[config.mk]
export PLATFORM = sky130hd
export DESIGN_NAME = travel_limit_identifier_top
export DESIGN_NICKNAME = d
export VERILOG_FILES = /design/src/sv/tli_pkg.sv /design/src/sv/tli_alu.sv /design/src/sv/tli_core.sv /design/src/sv/travel_limit_identifier_top.sv
export SDC_FILE = /design/constraint.sdc
export NUM_CORES = 1
export LEC_CHECK = 0
export BUFFER_PORTS_ARGS = -buffer_cell sky130_fd_sc_hd__clkbuf_2
export CAP_MARGIN = 10
export CORE_ASPECT_RATIO = 0.8
export CORE_UTILIZATION = 48
export CTS_CLUSTER_DIAMETER = 200
export DETAILED_ROUTE_END_ITERATION = 7
export PLACE_DENSITY_LB_ADDON = 0.2
export SETUP_SLACK_MARGIN = 0.5
export SYNTH_ARGS = -nofsm -noshare
export SYNTH_HDL_FRONTEND = slang
export SYNTH_HIERARCHICAL = 1
export SYNTH_SLANG_ARGS = --single-unit
[constraint.sdc]
create_clock -name aclk -period 16.7 [get_ports aclk]
set_input_delay 2.505 -clock aclk [delete_from_list [all_inputs] [get_ports aclk]]
set_output_delay 2.505 -clock aclk [all_outputs]
set_load 0.005 [all_outputs]
[src/sv/tli_pkg.sv]
// Shared types and constants for the travel limit identifier.
`timescale 1ns / 1ps

package tli_pkg;

    localparam int CFG_ADDR_W = 3;
    localparam int MIN_W      = 16;
    localparam int EXP_W      = 18;
    localparam int MARGIN_W   = 16;
    localparam int ERR_W      = 20;
    localparam int QUAL_W     = 2;
    localparam int DIR_W      = 2;

    // configuration register indexes
    localparam logic [CFG_ADDR_W-1:0] REG_MIN_SAMPLES     = 3'd0;
    localparam logic [CFG_ADDR_W-1:0] REG_FALLBACK_OPEN   = 3'd1;
    localparam logic [CFG_ADDR_W-1:0] REG_FALLBACK_CLOSED = 3'd2;
    localparam logic [CFG_ADDR_W-1:0] REG_EXPECTED_TRAVEL = 3'd3;
    localparam logic [CFG_ADDR_W-1:0] REG_SAFE_MARGIN     = 3'd4;
    localparam logic [CFG_ADDR_W-1:0] REG_SOFT_MARGIN     = 3'd5;
    localparam logic [CFG_ADDR_W-1:0] REG_MAX_TRAVEL_ERR  = 3'd6;

    localparam logic [DIR_W-1:0] DIR_OPEN  = 2'd1;
    localparam logic [DIR_W-1:0] DIR_CLOSE = 2'd2;

    localparam logic [QUAL_W-1:0] QUAL_VERIFIED     = 2'd0;
    localparam logic [QUAL_W-1:0] QUAL_CONSERVATIVE = 2'd1;
    localparam logic [QUAL_W-1:0] QUAL_INVALID      = 2'd2;

    typedef enum logic [1:0] {
        OP_ADD,
        OP_SUB
    } op_t;

    typedef enum logic [3:0] {
        ST_IDLE,
        ST_CMP,
        ST_TRAV,
        ST_DIFF,
        ST_ABS,
        ST_ERRC,
        ST_SOPEN,
        ST_SCLOSED,
        ST_WOPEN,
        ST_WCLOSED,
        ST_ORD,
        ST_LOAD
    } state_t;

    // fixed-width configuration fields
    typedef struct packed {
        logic [MIN_W-1:0]    min_samples;
        logic [EXP_W-1:0]    expected_travel;
        logic [MARGIN_W-1:0] safe_margin;
        logic [MARGIN_W-1:0] soft_margin;
        logic [ERR_W-1:0]    max_travel_error;
    } cfg_t;

endpackage

[src/sv/tli_alu.sv]
// Shared add/subtract unit with sign flag.
`timescale 1ns / 1ps

module tli_alu #(
    parameter int WIDTH = 23
) (
    input  tli_pkg::op_t             op,
    input  logic signed [WIDTH-1:0]  a,
    input  logic signed [WIDTH-1:0]  b,
    output logic signed [WIDTH-1:0]  y,
    output logic                     neg
);
    import tli_pkg::*;

    always_comb begin
        unique case (op)
            OP_ADD:  y = a + b;
            OP_SUB:  y = a - b;
            default: y = a - b;
        endcase
    end

    assign neg = y[WIDTH-1];

endmodule

[src/sv/tli_core.sv]
// Sequencer, batch state and result registers around the shared adder.
`timescale 1ns / 1ps

module tli_core #(
    parameter int POSITION_BITS = 19,
    parameter int COUNT_BITS    = 16
) (
    input  logic                            aclk,
    input  logic                            aresetn,
    input  tli_pkg::cfg_t                   cfg,
    input  logic signed [POSITION_BITS-1:0] fallback_open,
    input  logic signed [POSITION_BITS-1:0] fallback_closed,
    input  logic                            in_valid,
    output logic                            in_ready,
    input  logic                            sample_present,
    input  logic [1:0]                      direction,
    input  logic                            limit_seen,
    input  logic                            jam_seen,
    input  logic                            stop_triggered,
    input  logic signed [POSITION_BITS-1:0] position,
    input  logic                            last,
    output logic                            out_valid,
    input  logic                            out_ready,
    output logic [COUNT_BITS-1:0]           total_count,
    output logic [COUNT_BITS-1:0]           valid_count,
    output logic [COUNT_BITS-1:0]           rejected_count,
    output logic signed [POSITION_BITS-1:0] open_stop,
    output logic signed [POSITION_BITS-1:0] closed_stop,
    output logic signed [POSITION_BITS:0]   stroke_len,
    output logic [19:0]                     travel_error,
    output logic signed [POSITION_BITS:0]   safe_open,
    output logic signed [POSITION_BITS:0]   safe_closed,
    output logic signed [POSITION_BITS:0]   soft_open,
    output logic signed [POSITION_BITS:0]   soft_closed,
    output logic [1:0]                      quality
);
    import tli_pkg::*;

    localparam int P   = POSITION_BITS;
    localparam int C   = COUNT_BITS;
    localparam int WW  = ((P > ERR_W) ? P : ERR_W) + 3;
    localparam int CMW = (C > MIN_W) ? C : MIN_W;
    localparam logic signed [P-1:0] POS_MAX = {1'b0, {(P-1){1'b1}}};
    localparam logic signed [P-1:0] POS_MIN = {1'b1, {(P-1){1'b0}}};
    localparam logic [C-1:0]        CNT_MAX = {C{1'b1}};

    state_t state_reg, state_next;

    logic signed [P-1:0] open_min_reg, closed_max_reg, pos_reg, lo_reg, hi_reg;
    logic [C-1:0] open_cnt_reg, closed_cnt_reg, seen_cnt_reg, good_cnt_reg, bad_cnt_reg;
    logic is_open_reg, last_reg;
    logic signed [WW-1:0] travel_reg, err_reg, s_open_reg, s_closed_reg;
    logic signed [WW-1:0] w_open_reg, w_closed_reg;
    logic enough_reg, err_ok_reg, ordered_reg;

    logic out_valid_reg;
    logic [C-1:0] total_out_reg, valid_out_reg, rej_out_reg;
    logic signed [P-1:0] open_out_reg, closed_out_reg;
    logic signed [P:0] travel_out_reg, s_open_out_reg, s_closed_out_reg;
    logic signed [P:0] w_open_out_reg, w_closed_out_reg;
    logic [ERR_W-1:0] err_out_reg;
    logic [QUAL_W-1:0] qual_out_reg;

    op_t                 alu_op;
    logic signed [WW-1:0] alu_a, alu_b, alu_y;
    logic                alu_neg;

    logic accept, sample_ok, load, out_free;
    logic open_trusted, closed_trusted;
    logic signed [P-1:0] lo_sel, hi_sel;
    logic [QUAL_W-1:0] qual;

    tli_alu #(.WIDTH(WW)) u_alu (
        .op  (alu_op),
        .a   (alu_a),
        .b   (alu_b),
        .y   (alu_y),
        .neg (alu_neg)
    );

    assign accept    = in_valid && in_ready;
    assign sample_ok = (direction == DIR_OPEN || direction == DIR_CLOSE) && limit_seen &&
                       !jam_seen && !stop_triggered;
    assign out_free  = !out_valid_reg || out_ready;
    assign load      = (state_reg == ST_LOAD) && out_free;

    assign open_trusted   = CMW'(open_cnt_reg) >= CMW'(cfg.min_samples);
    assign closed_trusted = CMW'(closed_cnt_reg) >= CMW'(cfg.min_samples);
    assign lo_sel         = open_trusted ? open_min_reg : fallback_open;
    assign hi_sel         = closed_trusted ? closed_max_reg : fallback_closed;

    always_comb begin
        if (enough_reg && ordered_reg && err_ok_reg) begin
            qual = QUAL_VERIFIED;
        end else if (ordered_reg) begin
            qual = QUAL_CONSERVATIVE;
        end else begin
            qual = QUAL_INVALID;
        end
    end

    // next state
    always_comb begin
        state_next = state_reg;
        unique case (state_reg)
            ST_IDLE: begin
                if (accept) begin
                    if (sample_present && sample_ok) begin
                        state_next = ST_CMP;
                    end else if (last) begin
                        state_next = ST_TRAV;
                    end
                end
            end
            ST_CMP:     state_next = last_reg ? ST_TRAV : ST_IDLE;
            ST_TRAV:    state_next = ST_DIFF;
            ST_DIFF:    state_next = ST_ABS;
            ST_ABS:     state_next = ST_ERRC;
            ST_ERRC:    state_next = ST_SOPEN;
            ST_SOPEN:   state_next = ST_SCLOSED;
            ST_SCLOSED: state_next = ST_WOPEN;
            ST_WOPEN:   state_next = ST_WCLOSED;
            ST_WCLOSED: state_next = ST_ORD;
            ST_ORD:     state_next = ST_LOAD;
            ST_LOAD:    state_next = out_free ? ST_IDLE : ST_LOAD;
            default:    state_next = ST_IDLE;
        endcase
    end

    // sequencer outputs: handshake and adder operand selection
    always_comb begin
        in_ready = 1'b0;
        alu_op   = OP_SUB;
        alu_a    = '0;
        alu_b    = '0;
        unique case (state_reg)
            ST_IDLE: in_ready = 1'b1;
            ST_CMP: begin
                // open: pos < min ; closed: max < pos
                alu_a = is_open_reg ? WW'(pos_reg) : WW'(closed_max_reg);
                alu_b = is_open_reg ? WW'(open_min_reg) : WW'(pos_reg);
            end
            ST_TRAV: begin
                alu_a = WW'(hi_sel);
                alu_b = WW'(lo_sel);
            end
            ST_DIFF: begin
                alu_a = travel_reg;
                alu_b = WW'(cfg.expected_travel);
            end
            ST_ABS: begin
                alu_op = err_reg[WW-1] ? OP_SUB : OP_ADD;
                alu_a  = err_reg[WW-1] ? '0 : err_reg;
                alu_b  = err_reg[WW-1] ? err_reg : '0;
            end
            ST_ERRC: begin
                alu_a = WW'(cfg.max_travel_error);
                alu_b = err_reg;
            end
            ST_SOPEN: begin
                alu_op = OP_ADD;
                alu_a  = WW'(lo_reg);
                alu_b  = WW'(cfg.safe_margin);
            end
            ST_SCLOSED: begin
                alu_a = WW'(hi_reg);
                alu_b = WW'(cfg.safe_margin);
            end
            ST_WOPEN: begin
                alu_op = OP_ADD;
                alu_a  = WW'(lo_reg);
                alu_b  = WW'(cfg.soft_margin);
            end
            ST_WCLOSED: begin
                alu_a = WW'(hi_reg);
                alu_b = WW'(cfg.soft_margin);
            end
            ST_ORD: begin
                alu_a = w_open_reg;
                alu_b = w_closed_reg;
            end
            ST_LOAD: ;
            default: ;
        endcase
    end

    // control state and batch trackers
    always_ff @(posedge aclk) begin
        if (!aresetn) begin
            state_reg      <= ST_IDLE;
            open_min_reg   <= POS_MAX;
            closed_max_reg <= POS_MIN;
            open_cnt_reg   <= '0;
            closed_cnt_reg <= '0;
            seen_cnt_reg   <= '0;
            good_cnt_reg   <= '0;
            bad_cnt_reg    <= '0;
            out_valid_reg  <= 1'b0;
        end else begin
            state_reg <= state_next;
            if (accept && sample_present) begin
                if (seen_cnt_reg != CNT_MAX) seen_cnt_reg <= seen_cnt_reg + 1'b1;
                if (!sample_ok) begin
                    if (bad_cnt_reg != CNT_MAX) bad_cnt_reg <= bad_cnt_reg + 1'b1;
                end else begin
                    if (good_cnt_reg != CNT_MAX) good_cnt_reg <= good_cnt_reg + 1'b1;
                    if (direction == DIR_OPEN) begin
                        if (open_cnt_reg != CNT_MAX) open_cnt_reg <= open_cnt_reg + 1'b1;
                    end else begin
                        if (closed_cnt_reg != CNT_MAX)
                            closed_cnt_reg <= closed_cnt_reg + 1'b1;
                    end
                end
            end
            if (state_reg == ST_CMP && alu_neg) begin
                if (is_open_reg) open_min_reg <= pos_reg;
                else             closed_max_reg <= pos_reg;
            end
            if (load) begin
                open_min_reg   <= POS_MAX;
                closed_max_reg <= POS_MIN;
                open_cnt_reg   <= '0;
                closed_cnt_reg <= '0;
                seen_cnt_reg   <= '0;
                good_cnt_reg   <= '0;
                bad_cnt_reg    <= '0;
                out_valid_reg  <= 1'b1;
            end else if (out_ready) begin
                out_valid_reg <= 1'b0;
            end
        end
    end

    // working and result payload registers
    always_ff @(posedge aclk) begin
        if (accept) begin
            pos_reg     <= position;
            is_open_reg <= (direction == DIR_OPEN);
            last_reg    <= last;
        end
        unique case (state_reg)
            ST_TRAV: begin
                travel_reg <= alu_y;
                lo_reg     <= lo_sel;
                hi_reg     <= hi_sel;
                enough_reg <= open_trusted && closed_trusted;
            end
            ST_DIFF:    err_reg      <= alu_y;
            ST_ABS:     err_reg      <= alu_y;
            ST_ERRC:    err_ok_reg   <= !alu_neg;
            ST_SOPEN:   s_open_reg   <= alu_y;
            ST_SCLOSED: s_closed_reg <= alu_y;
            ST_WOPEN:   w_open_reg   <= alu_y;
            ST_WCLOSED: w_closed_reg <= alu_y;
            ST_ORD:     ordered_reg  <= alu_neg;
            default: ;
        endcase
        if (load) begin
            total_out_reg    <= seen_cnt_reg;
            valid_out_reg    <= good_cnt_reg;
            rej_out_reg      <= bad_cnt_reg;
            open_out_reg     <= lo_reg;
            closed_out_reg   <= hi_reg;
            travel_out_reg   <= travel_reg[P:0];
            err_out_reg      <= err_reg[ERR_W-1:0];
            s_open_out_reg   <= s_open_reg[P:0];
            s_closed_out_reg <= s_closed_reg[P:0];
            w_open_out_reg   <= w_open_reg[P:0];
            w_closed_out_reg <= w_closed_reg[P:0];
            qual_out_reg     <= qual;
        end
    end

    assign out_valid      = out_valid_reg;
    assign total_count    = total_out_reg;
    assign valid_count    = valid_out_reg;
    assign rejected_count = rej_out_reg;
    assign open_stop      = open_out_reg;
    assign closed_stop    = closed_out_reg;
    assign stroke_len     = travel_out_reg;
    assign travel_error   = err_out_reg;
    assign safe_open      = s_open_out_reg;
    assign safe_closed    = s_closed_out_reg;
    assign soft_open      = w_open_out_reg;
    assign soft_closed    = w_closed_out_reg;
    assign quality        = qual_out_reg;

endmodule

[src/sv/travel_limit_identifier_top.sv]
// Top level: stream ports, configuration registers and the batch core.
//
//  channel   dir  handshake          payload
//  s_*       in   s_tvalid/s_tready  tuser: present, direction; tdata: flags, position; tlast
//  m_*       out  m_tvalid/m_tready  tuser: quality; tdata: counts, limits, travel, margins
//  cfg_*     in   cfg_wr_en          cfg_addr selects register, cfg_wdata value
//
// A rejected or empty item is only accepted; a valid sample is accepted and then gets a
// min/max compare through the shared adder. The last item adds 9 adder steps plus
// one load step, which waits while the previous result is still held in the output
// register. Reset is synchronous, active low, and clears the trackers, counters and
// output valid; it sets min_samples to 1 and clears the rest of the configuration.
`timescale 1ns / 1ps

module travel_limit_identifier_top #(
    parameter int POSITION_BITS = 19,
    parameter int COUNT_BITS    = 16
) (
    input  logic                                          aclk,
    input  logic                                          aresetn,
    input  logic                                          cfg_wr_en,
    input  logic [tli_pkg::CFG_ADDR_W-1:0]                cfg_addr,
    input  logic [((POSITION_BITS > 20) ? POSITION_BITS : 20)-1:0] cfg_wdata,
    input  logic                                          s_tvalid,
    output logic                                          s_tready,
    // limit_seen, jam_seen, stop_triggered, position, zero fill
    input  logic [((POSITION_BITS + 3 + 7) / 8) * 8 - 1:0] s_tdata,
    // sample_present, direction
    input  logic [2:0]                                    s_tuser,
    input  logic                                          s_tlast,
    output logic                                          m_tvalid,
    input  logic                                          m_tready,
    // total_count, valid_count, rejected_count, open_stop, closed_stop,
    // stroke_len, travel_error, safe_open, safe_closed, soft_open, soft_closed, zero fill
    output logic [((3 * COUNT_BITS + 7 * POSITION_BITS + 25 + 7) / 8) * 8 - 1:0] m_tdata,
    // quality
    output logic [1:0]                                    m_tuser
);
    import tli_pkg::*;

    localparam int P      = POSITION_BITS;
    localparam int C      = COUNT_BITS;
    localparam int OUT_W  = ((3 * C + 7 * P + 25 + 7) / 8) * 8;

    cfg_t cfg_reg;
    logic signed [P-1:0] fb_open_reg, fb_closed_reg;

    logic [C-1:0] total_count, valid_count, rejected_count;
    logic signed [P-1:0] open_stop, closed_stop;
    logic signed [P:0] stroke_len, safe_open, safe_closed, soft_open, soft_closed;
    logic [ERR_W-1:0] travel_error;

    always_ff @(posedge aclk) begin
        if (!aresetn) begin
            cfg_reg.min_samples      <= MIN_W'(1);
            cfg_reg.expected_travel  <= '0;
            cfg_reg.safe_margin      <= '0;
            cfg_reg.soft_margin      <= '0;
            cfg_reg.max_travel_error <= '0;
            fb_open_reg              <= '0;
            fb_closed_reg            <= '0;
        end else if (cfg_wr_en) begin
            unique case (cfg_addr)
                REG_MIN_SAMPLES:     cfg_reg.min_samples      <= cfg_wdata[MIN_W-1:0];
                REG_FALLBACK_OPEN:   fb_open_reg              <= cfg_wdata[P-1:0];
                REG_FALLBACK_CLOSED: fb_closed_reg            <= cfg_wdata[P-1:0];
                REG_EXPECTED_TRAVEL: cfg_reg.expected_travel  <= cfg_wdata[EXP_W-1:0];
                REG_SAFE_MARGIN:     cfg_reg.safe_margin      <= cfg_wdata[MARGIN_W-1:0];
                REG_SOFT_MARGIN:     cfg_reg.soft_margin      <= cfg_wdata[MARGIN_W-1:0];
                REG_MAX_TRAVEL_ERR:  cfg_reg.max_travel_error <= cfg_wdata[ERR_W-1:0];
                default: ;
            endcase
        end
    end

    tli_core #(
        .POSITION_BITS (P),
        .COUNT_BITS    (C)
    ) u_core (
        .aclk            (aclk),
        .aresetn         (aresetn),
        .cfg             (cfg_reg),
        .fallback_open   (fb_open_reg),
        .fallback_closed (fb_closed_reg),
        .in_valid        (s_tvalid),
        .in_ready        (s_tready),
        .sample_present  (s_tuser[0]),
        .direction       (s_tuser[2:1]),
        .limit_seen      (s_tdata[0]),
        .jam_seen        (s_tdata[1]),
        .stop_triggered  (s_tdata[2]),
        .position        (s_tdata[P+2:3]),
        .last            (s_tlast),
        .out_valid       (m_tvalid),
        .out_ready       (m_tready),
        .total_count     (total_count),
        .valid_count     (valid_count),
        .rejected_count  (rejected_count),
        .open_stop       (open_stop),
        .closed_stop     (closed_stop),
        .stroke_len      (stroke_len),
        .travel_error    (travel_error),
        .safe_open       (safe_open),
        .safe_closed     (safe_closed),
        .soft_open       (soft_open),
        .soft_closed     (soft_closed),
        .quality         (m_tuser)
    );

    assign m_tdata = OUT_W'({soft_closed, soft_open, safe_closed, safe_open, travel_error,
                             stroke_len, closed_stop, open_stop, rejected_count,
                             valid_count, total_count});

endmodule

==> results of run 1 <==
## per-stage QoR
step	cells	total power, mW	setup slack (ns)
5_1_grt	3250	3.955	8.007
2_1_floorplan	2187	2.152	4.567
4_1_cts	3249	3.849	8.609
3_3_place_gp	3125	2.292	8.827
6_report	3250	3.832	8.237
3_5_place_dp	3125	2.305	8.641
## final cells by class
type	count	area, um2	area share, %
diodes	1	2.502	0.007952
clock buffers	91	1881	5.976
clock inverters	33	404.1	1.284
inverters	33	123.9	0.3936
multi-input cells	1398	9532	30.29
flip-flops and latches	649	17020	54.07
well taps	750	938.4	2.982
repair buffers	295	1572	4.994
## worst paths after layout
kind                                    startpoint                                  end  slack [ns]  cells past startpoint
setup / recovery  u_core/state_reg[1]$_SDFFE_PN0P_  u_core/open_min_reg[6]$_SDFFE_PP1P_        8.24                     20
hold / removal     u_core/s_open_reg[14]$_DFFE_PP_       u_core/safe_open[14]$_DFFE_PP_        0.41                      0
setup reg to reg  u_core/state_reg[1]$_SDFFE_PN0P_  u_core/open_min_reg[6]$_SDFFE_PP1P_        8.24                     20
hold reg to reg    u_core/s_open_reg[14]$_DFFE_PP_       u_core/safe_open[14]$_DFFE_PP_        0.41                      0
## Yosys cell counts, drive strengths merged, types with 4 or more instances
cell type / instances / area share (%)
edfxtp: 402 / 45
nand2: 326 / 4.5
dfxtp: 247 / 18
mux2i: 159 / 5.9
nor2: 122 / 1.7
a21oi: 85 / 1.6
ha: 69 / 3.2
xor2: 69 / 2.2
nand3: 68 / 1.3
clkbuf: 59 / 0.82
a22oi: 51 / 1.4
o21ai: 50 / 0.92
buf: 48 / 0.96
mux2: 48 / 2.0
xnor2: 44 / 1.4
a21o: 40 / 1.1
inv: 33 / 0.46
nand4: 31 / 0.77
and3: 22 / 0.51
nor3: 19 / 0.39
a222oi: 17 / 0.63
o211ai: 17 / 0.47
a211oi: 10 / 0.31
nand2b: 10 / 0.23
nor2b: 10 / 0.23
and2: 9 / 0.21
a211o: 8 / 0.26
a221o: 8 / 0.30
and4: 8 / 0.26
nor4: 8 / 0.26
or3: 8 / 0.22
a221oi: 7 / 0.23
a31oi: 7 / 0.16
o31ai: 7 / 0.24
a22o: 6 / 0.19
nor3b: 6 / 0.20
nand3b: 5 / 0.14
o21a: 5 / 0.14
nand4b: 4 / 0.13
## power by group
| group | leakage (nW) | total, mW | switching (mW) | internal [mW] |
|---|---|---|---|---|
| Combinational | 5.87 | 0.451 | 0.309 | 0.142 |
| Clock | 1.12 | 1.55 | 0.629 | 0.922 |
| Sequential | 5.76 | 1.83 | 0.0308 | 1.80 |
| Total | 12.7 | 3.83 | 0.968 | 2.86 |
## cells in the final DEF, fill, tap and decap left out, drive strengths merged, types with 8 or more instances in the layout
cell    Yosys  final
a211o       8      8
a211oi     10     10
a21o       40     40
a21oi      85     85
a221o       8      8
a222oi     17     17
a22oi      51     51
and2        9      9
and3       22     22
and4        8      8
buf        48     33
bufinv      0      8
clkbuf     59    353
clkinv      0     20
dfxtp     247    247
edfxtp    402    402
ha         69     69
inv        33     37
mux2       48     48
mux2i     159    159
nand2     326    326
nand2b     10     10
nand3      68     68
nand4      31     31
nor2      122    122
nor2b      10     10
nor3       19     19
nor4        8      8
o211ai     17     17
o21ai      50     50
or3         8      8
xnor2      44     44
xor2       69     69
## cell families (layout without fill, tap and decap cells)
group | Yosys count | count (layout)
XOR/XNOR | 113 | 113
multiplexers | 207 | 207
adder cells (fa/ha/maj) | 70 | 70
AO/OA/AOI/OAI | 337 | 337
AND/OR/NAND/NOR | 667 | 667
buffers and inverters | 140 | 452
flip-flops | 649 | 649
other | 2 | 5
## per-layer routing
metal	up-vias	GRT usage [%]	part of all wire [%]	wire, um
met5	-	0	0	0
met4	0	8.248	2.8	2167
met3	140	4.915	7.8	6002
met2	905	40.06	45	34650
met1	9313	38.17	44	33780
li1	8546	-	-	-
==> results.ini, run 1 <==
[status]
status = finished, final reports clean

[floorplanning]
ios = 268
die_h_um = 214.5
placementRows = 77
die_x_um = 267.6
core_mm2 = 0.05549
dieArea_mm2 = 0.05739
initial_core_util_pct = 48.81

[logic_synthesis]
synth_top_family_by_area = simple AND/OR/NAND/NOR gates
synth_compound_area_share_pct = 8.684
ys_types = 77
synthCells = 2185
synth-seq-cells = 649
synth_adder_area_share_pct = 3.261
synth_top_flop_cell = edfxtp_1
synth.avg_cell_area_um2 = 12.40
synthXorXnorAreaFrac_pct = 3.654
synth_mux_area_share_pct = 7.871
async_reset_ff_share_pct = 0
synth-edff-count = 402
yosysSeqAreaShare_pct = 62.82
synth_simple_gate_area_share_pct = 11.45
yosysWarnings = 6
synthesis.area_mm2 = 0.02709

[sta]
drv_slew = 0
rsz0062_at_grt = no
fin_tns_setup_ns = 0
max_slew_margin_pct = 13.88
setup_viol = 0
post-route-min-period_ns = 8.463
fin_crit_sh_pct = 50.68
worst_slew_pin_slew_ns = 1.288
hold_ws_ns = 0.4132
clock.fmax_mhz = 118.2
skew_ns = 0.01796
hold_violations = 0

[worst_setup_path]
critPathBufInv = 2
path_cells = nand2b_1 > nor3b_4 > buf_4 > a22oi_1 > nand3_1 > a21o_1 > inv_1 > ha_1 > nand2_1 > o21ai_0 > fa_1 > a211oi_1 > o21bai_1 > a311o_1 > a31oi_1 > o21ai_0 > xnor2_1 > nand3_1 > nand2_1 > nand3_1
crit_fanout = 31
crit_path_frequent_cell = nand3_1
critPathRequiredTime_ns = 17.13
max_stage_delay_ns = 1.07
critPathTopFamily = simple AND/OR/NAND/NOR gates
cp-end-kind = flop
critical_path.slowest_cell = nand3_1
crit_type = flop to flop
critPathArrivalTime_ns = 8.89
crit_path_start_kind = flop

[global_routing]
grt_max_degree = 144
grt_pass1_wl_mm = 112.8
gr-total-overflow = 0
antenna_found_initial = 1
track_usage_pct = 26.38
grt_pass1_vias = 18008

[final_layout]
largest_reg_flops = 86
fillers = 4613
postLayoutCoreUtil_pct = 56.71
layout.nets = 2570
fin_area_mm2 = 0.03147
area_growth_pct = 16.18
drive_above_1_share_pct = 19.01

[routing]
routed_wl_mm = 76.60
num_vias = 18904
drt_iter0_markers = 1846
drt_first_pass_iters = 6
wl_per_cell_um = 23.57
post_drt_via_cell_ratio = 5.817
drc = 0
postRouteAntennaNets = 0

[clock_network]
cts_tree = built
clockBufferDepth = 3
clk_latency_ns = 0.61
cts.htree.levels = 3
post_cts_buffers = 0
post_cts_resized = 0
cts_made_buffers = 67
cts_root_buf = clkbuf_16
numClockSinks = 649
ctsHoldBuffers = 0
cts.reportedPaths.clkPinSlew_ns = 0.06

[placed_design]
post-dp-hpwl_mm = 52.18
place_area_mm2 = 0.02918
gp_congestion = 0.8818
portBuffers = 263

[min_path]
hp-class = flop to flop

[power_and_ir_drop]
irDropWorstVdd_v = 0.00006396
cellLeakagePower_nw = 12.74
powerDensity_mw_per_mm2 = 121.8

[run]
max-cap-violations = 0

No activity file was read; power rests on OpenSTA's default activity.
==> run 2: changes to the inputs <==
- clock period: 16.7 -> 7.7 ns (I/O delays scaled with it)
==> run 2 against run 1 <==
  * Via count down 1.6%
  * Routed wire length down 0.73%
  * Non-clock buffer count up 22
  * Clock power up 110%
  * Worst setup slack worse by 7.4 ns
  * Sequential share of layout area down 0.13 points
  * Largest power group unchanged
==> results.ini, run 2 (synthesized netlist as in run 1, its figures left out) <==
[sta]
fin_tns_setup_ns = 0  ; unchanged
clock.fmax_mhz = 146.8  ; +24%
hold_violations = 0  ; unchanged
layout_setup_ws_ns = 0.8863  ; -7.351 ns
worst_slew_pin_slew_ns = 1.183  ; -0.1043 ns
skew_ns = 0.02184  ; +0.003883 ns
max_slew_margin_pct = 20.82  ; +6.9 points
fin_crit_sh_pct = 88.49  ; +38 points
hold_ws_ns = 0.4111  ; -0.002056 ns
drv_slew = 0  ; unchanged
rsz0062_at_grt = no
setup_viol = 0  ; unchanged
post-route-min-period_ns = 6.814  ; -1.649 ns

[floorplanning]
die_h_um = 214.5  ; unchanged
initial_core_util_pct = 48.81  ; unchanged
dieArea_mm2 = 0.05739  ; unchanged
ios = 268  ; unchanged
die_x_um = 267.6  ; unchanged
core_mm2 = 0.05549  ; unchanged
placementRows = 77  ; unchanged

[clock_network]
post_cts_buffers = 0  ; unchanged
ctsHoldBuffers = 0  ; unchanged
cts.reportedPaths.clkPinSlew_ns = 0.06  ; about the same
cts_made_buffers = 66  ; -1.5%
numClockSinks = 649  ; unchanged
cts_tree = built
cts.htree.levels = 3  ; unchanged
post_cts_resized = 0  ; unchanged
clk_latency_ns = 0.61  ; about the same
cts_root_buf = clkbuf_16
clockBufferDepth = 3  ; unchanged

[global_routing]
grt_pass1_vias = 17875  ; -0.74%
grt_pass1_wl_mm = 111.7  ; -1.0%
grt_max_degree = 162  ; +13%
track_usage_pct = 26.25  ; -0.13 points
antenna_found_initial = 3  ; +2
gr-total-overflow = 0  ; unchanged

[final_layout]
layout.nets = 2591  ; +0.82%
final-instance-count-excl-fill = 3270  ; +0.62%
multi_input_area_mm2 = 0.009529  ; about the same
area_growth_pct = 16.45
layout_commonest_cell = edfxtp_1
mostFrequentLayoutCells = edfxtp_1 (402), nand2_1 (326), clkbuf_2 (262)
largest_reg_flops = 86  ; unchanged
postLayoutCoreUtil_pct = 56.84  ; +0.13 points
fillers = 4651  ; +0.82%
seq_area_mm2 = 0.01702  ; unchanged
drive_above_1_share_pct = 19.42  ; +0.41 points

[worst_setup_path]
critPathArrivalTime_ns = 7.25  ; -1.64 ns
rr_startpoint = u_core/state_reg[1]$_SDFFE_PN0P_
setup.worst_path.start = u_core/state_reg[1]$_SDFFE_PN0P_
cp-end-kind = flop
crit_path_start_kind = flop
crit_type = flop to flop
crit_fanout = 14  ; -55%
critPathRequiredTime_ns = 8.13  ; -9.00 ns

[power_and_ir_drop]
irDropWorstVdd_v = 0.0001640  ; +160%
powerDensity_mw_per_mm2 = 259.5  ; +110%
cellLeakagePower_nw = 12.79  ; +0.38%

[routing]
post_drt_via_cell_ratio = 5.688  ; -2.2%
drc = 0  ; unchanged
drt_iter0_markers = 1723  ; -6.7%
drt_first_pass_iters = 6  ; unchanged
wl_per_cell_um = 23.25  ; -1.3%
num_vias = 18601  ; -1.6%
postRouteAntennaNets = 0  ; unchanged
routed_wl_mm = 76.04  ; -0.73%

[placed_design]
post-place-cells = 3146  ; +0.67%
gp_congestion = 0.9155  ; +3.8%
place_ws_ns = 1.045  ; -7.596 ns
post-dp-hpwl_mm = 53.90  ; +3.3%
portBuffers = 263  ; unchanged

[min_path]
hp-class = flop to flop
min_from = u_core/s_closed_reg[7]$_DFFE_PP_

[run]
max-cap-violations = 0  ; unchanged

[status]
status = finished, final reports clean

## run 2: worst max-delay path, stage by stage, from the launching register on
cell and delay, ns:
dfxtp_1 0.80, nand2b_1 0.28, nor2_1 0.09, o21a_1 0.37, buf_4 0.32, a22oi_1 0.40
nand3_1 0.13, a21o_1 0.26, or4_4 0.52, or3_4 0.36, or3_1 0.41, o21ai_0 0.23
xnor2_1 0.20, ha_1 0.30, a21oi_1 0.20, o21bai_1 0.10, a21oi_1 0.20, o221a_2 0.21
o21ai_0 0.15, xnor2_1 0.22, inv_1 0.10, or3_1 0.41, buf_4 0.22, nand2_1 0.08
a21oi_1 0.06
## run 2: final cells by class
class,instances,area share [%]
multi-input cells,1398,30.21
inverters,33,0.3927
well taps,750,2.975
clock inverters,35,1.174
flip-flops and latches,649,53.95
clock buffers,86,5.700
diodes,2,0.01587
repair buffers,317,5.585
## run 2: through the flow
stage	cell area (um2)	power, mW
finish	31540	8.184
global route	31540	8.442
CTS	31530	8.213
detailed placement	29360	5.012
global placement	29360	4.995
floorplan	27100	4.667
## run 2: where the power goes
group | switching, mW | internal [mW]
sequential | 0.0738 | 3.90
combinational | 0.663 | 0.322
clock | 1.36 | 1.86
## run 2: final timing paths
path	to	slack, ns	cells after the start
worst max-delay path	u_core/closed_max_reg[5]$_SDFFE_PP0P_	0.89	24
worst min-delay path	u_core/safe_closed[7]$_DFFE_PP_	0.41	0
worst max register to register	u_core/closed_max_reg[5]$_SDFFE_PP0P_	0.89	24
worst min register to register	u_core/safe_closed[7]$_DFFE_PP_	0.41	0
## run 2: metal layers
| layer | global-route usage, % | part of all wire [%] |
|---|---|---|
| met2 | 39.40 | 45 |
| met5 | 0.5912 | 0.074 |
| met1 | 37.47 | 44 |
| met3 | 5.868 | 7.8 |
| met4 | 8.800 | 3.1 |
==> run 3: changes to the inputs <==
- CORE_UTILIZATION: 48 -> 53
- REMOVE_ABC_BUFFERS: default -> 1
==> run 3 against run 2 <==
  * Critical path depth up 2
  * Non-clock buffer count up 14
  * Flip-flop and latch count unchanged
  * Die area down 9.4%
  * Clock skew up 0.012 ns
  * Worst setup slack worse by 0.0044 ns
  * Via count up 0.86%
  * Critical path type unchanged
  * Largest power group unchanged
==> results.ini, run 3 (synthesized netlist as in run 1, its figures left out) <==
[status]
status = finished, final reports clean

[final_layout]
area_growth_pct = 15.89
layout_commonest_cell = edfxtp_1
mostFrequentLayoutCells = edfxtp_1 (402), nand2_1 (326), clkbuf_2 (262)
fin_area_mm2 = 0.03139  ; -0.48%
largest_reg_flops = 86  ; unchanged
seq_area_mm2 = 0.01702  ; unchanged
fillers = 3923  ; -16%
drive_above_1_share_pct = 19.93  ; +0.51 points
layout.nets = 2600  ; +0.35%
multi_input_area_mm2 = 0.009552  ; +0.24%

[global_routing]
grt_max_degree = 89  ; -45%
grt_pass1_vias = 18102  ; +1.3%
grt_pass1_wl_mm = 109.6  ; -1.8%
gr-total-overflow = 0  ; unchanged
track_usage_pct = 28.51  ; +2.3 points
antenna_found_initial = 1  ; -2

[sta]
fin_crit_sh_pct = 88.55  ; about the same
drv_slew = 0  ; unchanged
rsz0062_at_grt = no
worst_slew_pin_slew_ns = 1.054  ; -0.1293 ns
max_slew_margin_pct = 29.42  ; +8.6 points
clock.fmax_mhz = 146.7  ; about the same
post-route-min-period_ns = 6.818  ; +0.004353 ns
hold_violations = 0  ; unchanged
fin_tns_setup_ns = 0  ; unchanged
skew_ns = 0.03367  ; +0.01183 ns
setup_viol = 0  ; unchanged

[worst_setup_path]
cp-end-kind = flop
crit_end = u_core/closed_max_reg[7]$_SDFFE_PP0P_
r2r_cells = 26  ; +8.3%
max_stage_delay_ns = 0.58  ; -0.22 ns
crit_path_start_kind = flop
reg2reg_slack_ns = 0.88  ; about the same
critPathRequiredTime_ns = 8.18  ; +0.05 ns
rr_endpoint = u_core/closed_max_reg[7]$_SDFFE_PP0P_
critical_path.slowest_cell = a211oi_1
critPathTopFamily = compound AO/OA/AOI/OAI gates
critPathBufInv = 6  ; +3
cp_num_cells = 26  ; +8.3%
crit_fanout = 10  ; -4
setup.worst_path.start = u_core/open_cnt_reg[0]$_SDFFE_PP0P_
crit_type = flop to flop
rr_startpoint = u_core/open_cnt_reg[0]$_SDFFE_PP0P_
critPathArrivalTime_ns = 7.30  ; +0.05 ns

[run]
max-cap-violations = 0  ; unchanged

[floorplanning]
initial_core_util_pct = 54.11  ; +5.3 points
core_mm2 = 0.05005  ; -9.8%
ios = 268  ; unchanged
placementRows = 73  ; -5.2%
dieArea_mm2 = 0.05202  ; -9.4%
die_h_um = 204.2  ; -4.8%
die_x_um = 254.8  ; -4.8%

[clock_network]
cts_made_buffers = 61  ; -7.6%
cts.htree.levels = 2  ; -1
clk_latency_ns = 0.65  ; +0.04 ns
cts_tree = built
ctsHoldBuffers = 0  ; unchanged
cts_root_buf = clkbuf_16
cts.reportedPaths.clkPinSlew_ns = 0.06  ; about the same
clockBufferDepth = 3  ; unchanged
numClockSinks = 649  ; unchanged

[min_path]
hp-class = flop to flop

[routing]
drc = 0  ; unchanged
postRouteAntennaNets = 0  ; unchanged
drt_first_pass_iters = 6  ; unchanged
routed_wl_mm = 74.84  ; -1.6%
wl_per_cell_um = 23.39  ; +0.57%
post_drt_via_cell_ratio = 5.863  ; +3.1%
drt_iter0_markers = 1973  ; +15%
num_vias = 18761  ; +0.86%

[power_and_ir_drop]
p_int_mw = 5.881  ; -3.4%
powerDensity_mw_per_mm2 = 252.5  ; -2.7%
cellLeakagePower_nw = 12.78  ; about the same
pwr-share-clk_pct = 37.5  ; -1.9 points
seqPwrFrac_pct = 50.1  ; +1.5 points
p_sw_share_pct = 25.79  ; +0.21 points
p_sw_mw = 2.044  ; -2.4%
p_comb_share_pct = 12.4  ; +0.4 points
irDropWorstVdd_v = 0.0001894  ; +15%

[placed_design]
portBuffers = 263  ; unchanged
post-dp-hpwl_mm = 50.41  ; -6.5%
gp_congestion = 0.9210  ; +0.60%
place_area_mm2 = 0.02937  ; about the same

==> run 3: cell types whose count changed in the layout (fill, tap and decap cells not counted), sizes merged <==
cell,delta
buf,+15
diode,-1
clkinvlp,+2
clkbuf,-8
inv,+2
clkinv,-2
bufinv,-3
==> run 3: layout make-up <==
cell class,count,area share [%]
inverter,33,0.3946
clock buffer,79,5.369
antenna,1,0.007972
sequential,649,54.21
clock inverter,34,0.9447
multi-input combinational,1398,30.43
tap,675,2.691
timing repair buffer,331,5.955
==> run 3: routing by layer <==
| layer | share of wire (%) | routed length, um | track usage [%] |
|---|---|---|---|
| met4 | 3.3 | 2473 | 10.76 |
| met5 | 0.013 | 10 | 0 |
| met1 | 43 | 32010 | 40.52 |
| met3 | 9.1 | 6833 | 5.451 |
| met2 | 45 | 33510 | 43.37 |
==> run 3: power groups by stage <==
stage / clock network [mW] / registers [mW] / logic, mW
floorplan: 0 / 4.03 / 0.620
global placement: 0 / 4.04 / 0.946
detailed placement: 0 / 4.04 / 0.962
CTS: 3.01 / 3.97 / 0.969
global route: 3.14 / 3.97 / 1.06
finish: 2.97 / 3.97 / 0.986
==> run 3: through the flow <==
stage / std cells / power [mW] / hold slack, ns / utilization, % / worst slack, ns
detailed placement: 3083 / 5.002 / 0.4045 / 58.68 / 0.5917
global placement: 3082 / 4.983 / 0.4034 / 58.65 / 0.7061
floorplan: 2080 / 4.645 / 0.4003 / - / -6.134
CTS: 3196 / 7.949 / 0.4177 / 62.64 / 0.5302
finish: 3200 / 7.925 / 0.4178 / 62.71 / 0.8820
global route: 3199 / 8.173 / 0.4224 / 62.71 / 0.5353
==> run 3: worst min path at each step <==
| stage | start | endpoint | depth (start not counted) |
|---|---|---|---|
| finish | u_core/s_closed_reg[6]$_DFFE_PP_ | u_core/safe_closed[6]$_DFFE_PP_ | 0 |
| global route | u_core/s_open_reg[11]$_DFFE_PP_ | u_core/safe_open[11]$_DFFE_PP_ | 0 |
| CTS | u_core/s_closed_reg[10]$_DFFE_PP_ | u_core/safe_closed[10]$_DFFE_PP_ | 0 |
| detailed placement | u_core/s_open_reg[0]$_DFFE_PP_ | u_core/safe_open[0]$_DFFE_PP_ | 0 |
| global placement | u_core/s_closed_reg[5]$_DFFE_PP_ | u_core/safe_closed[5]$_DFFE_PP_ | 0 |
| floorplan | u_core/s_closed_reg[0]$_DFFE_PP_ | u_core/safe_closed[0]$_DFFE_PP_ | 0 |
==> run 3: repair_timing <==
item,in CTS,in global routing
endpoints found under the setup margin,0,38
buffers inserted,0,2
gates resized for setup,0,1
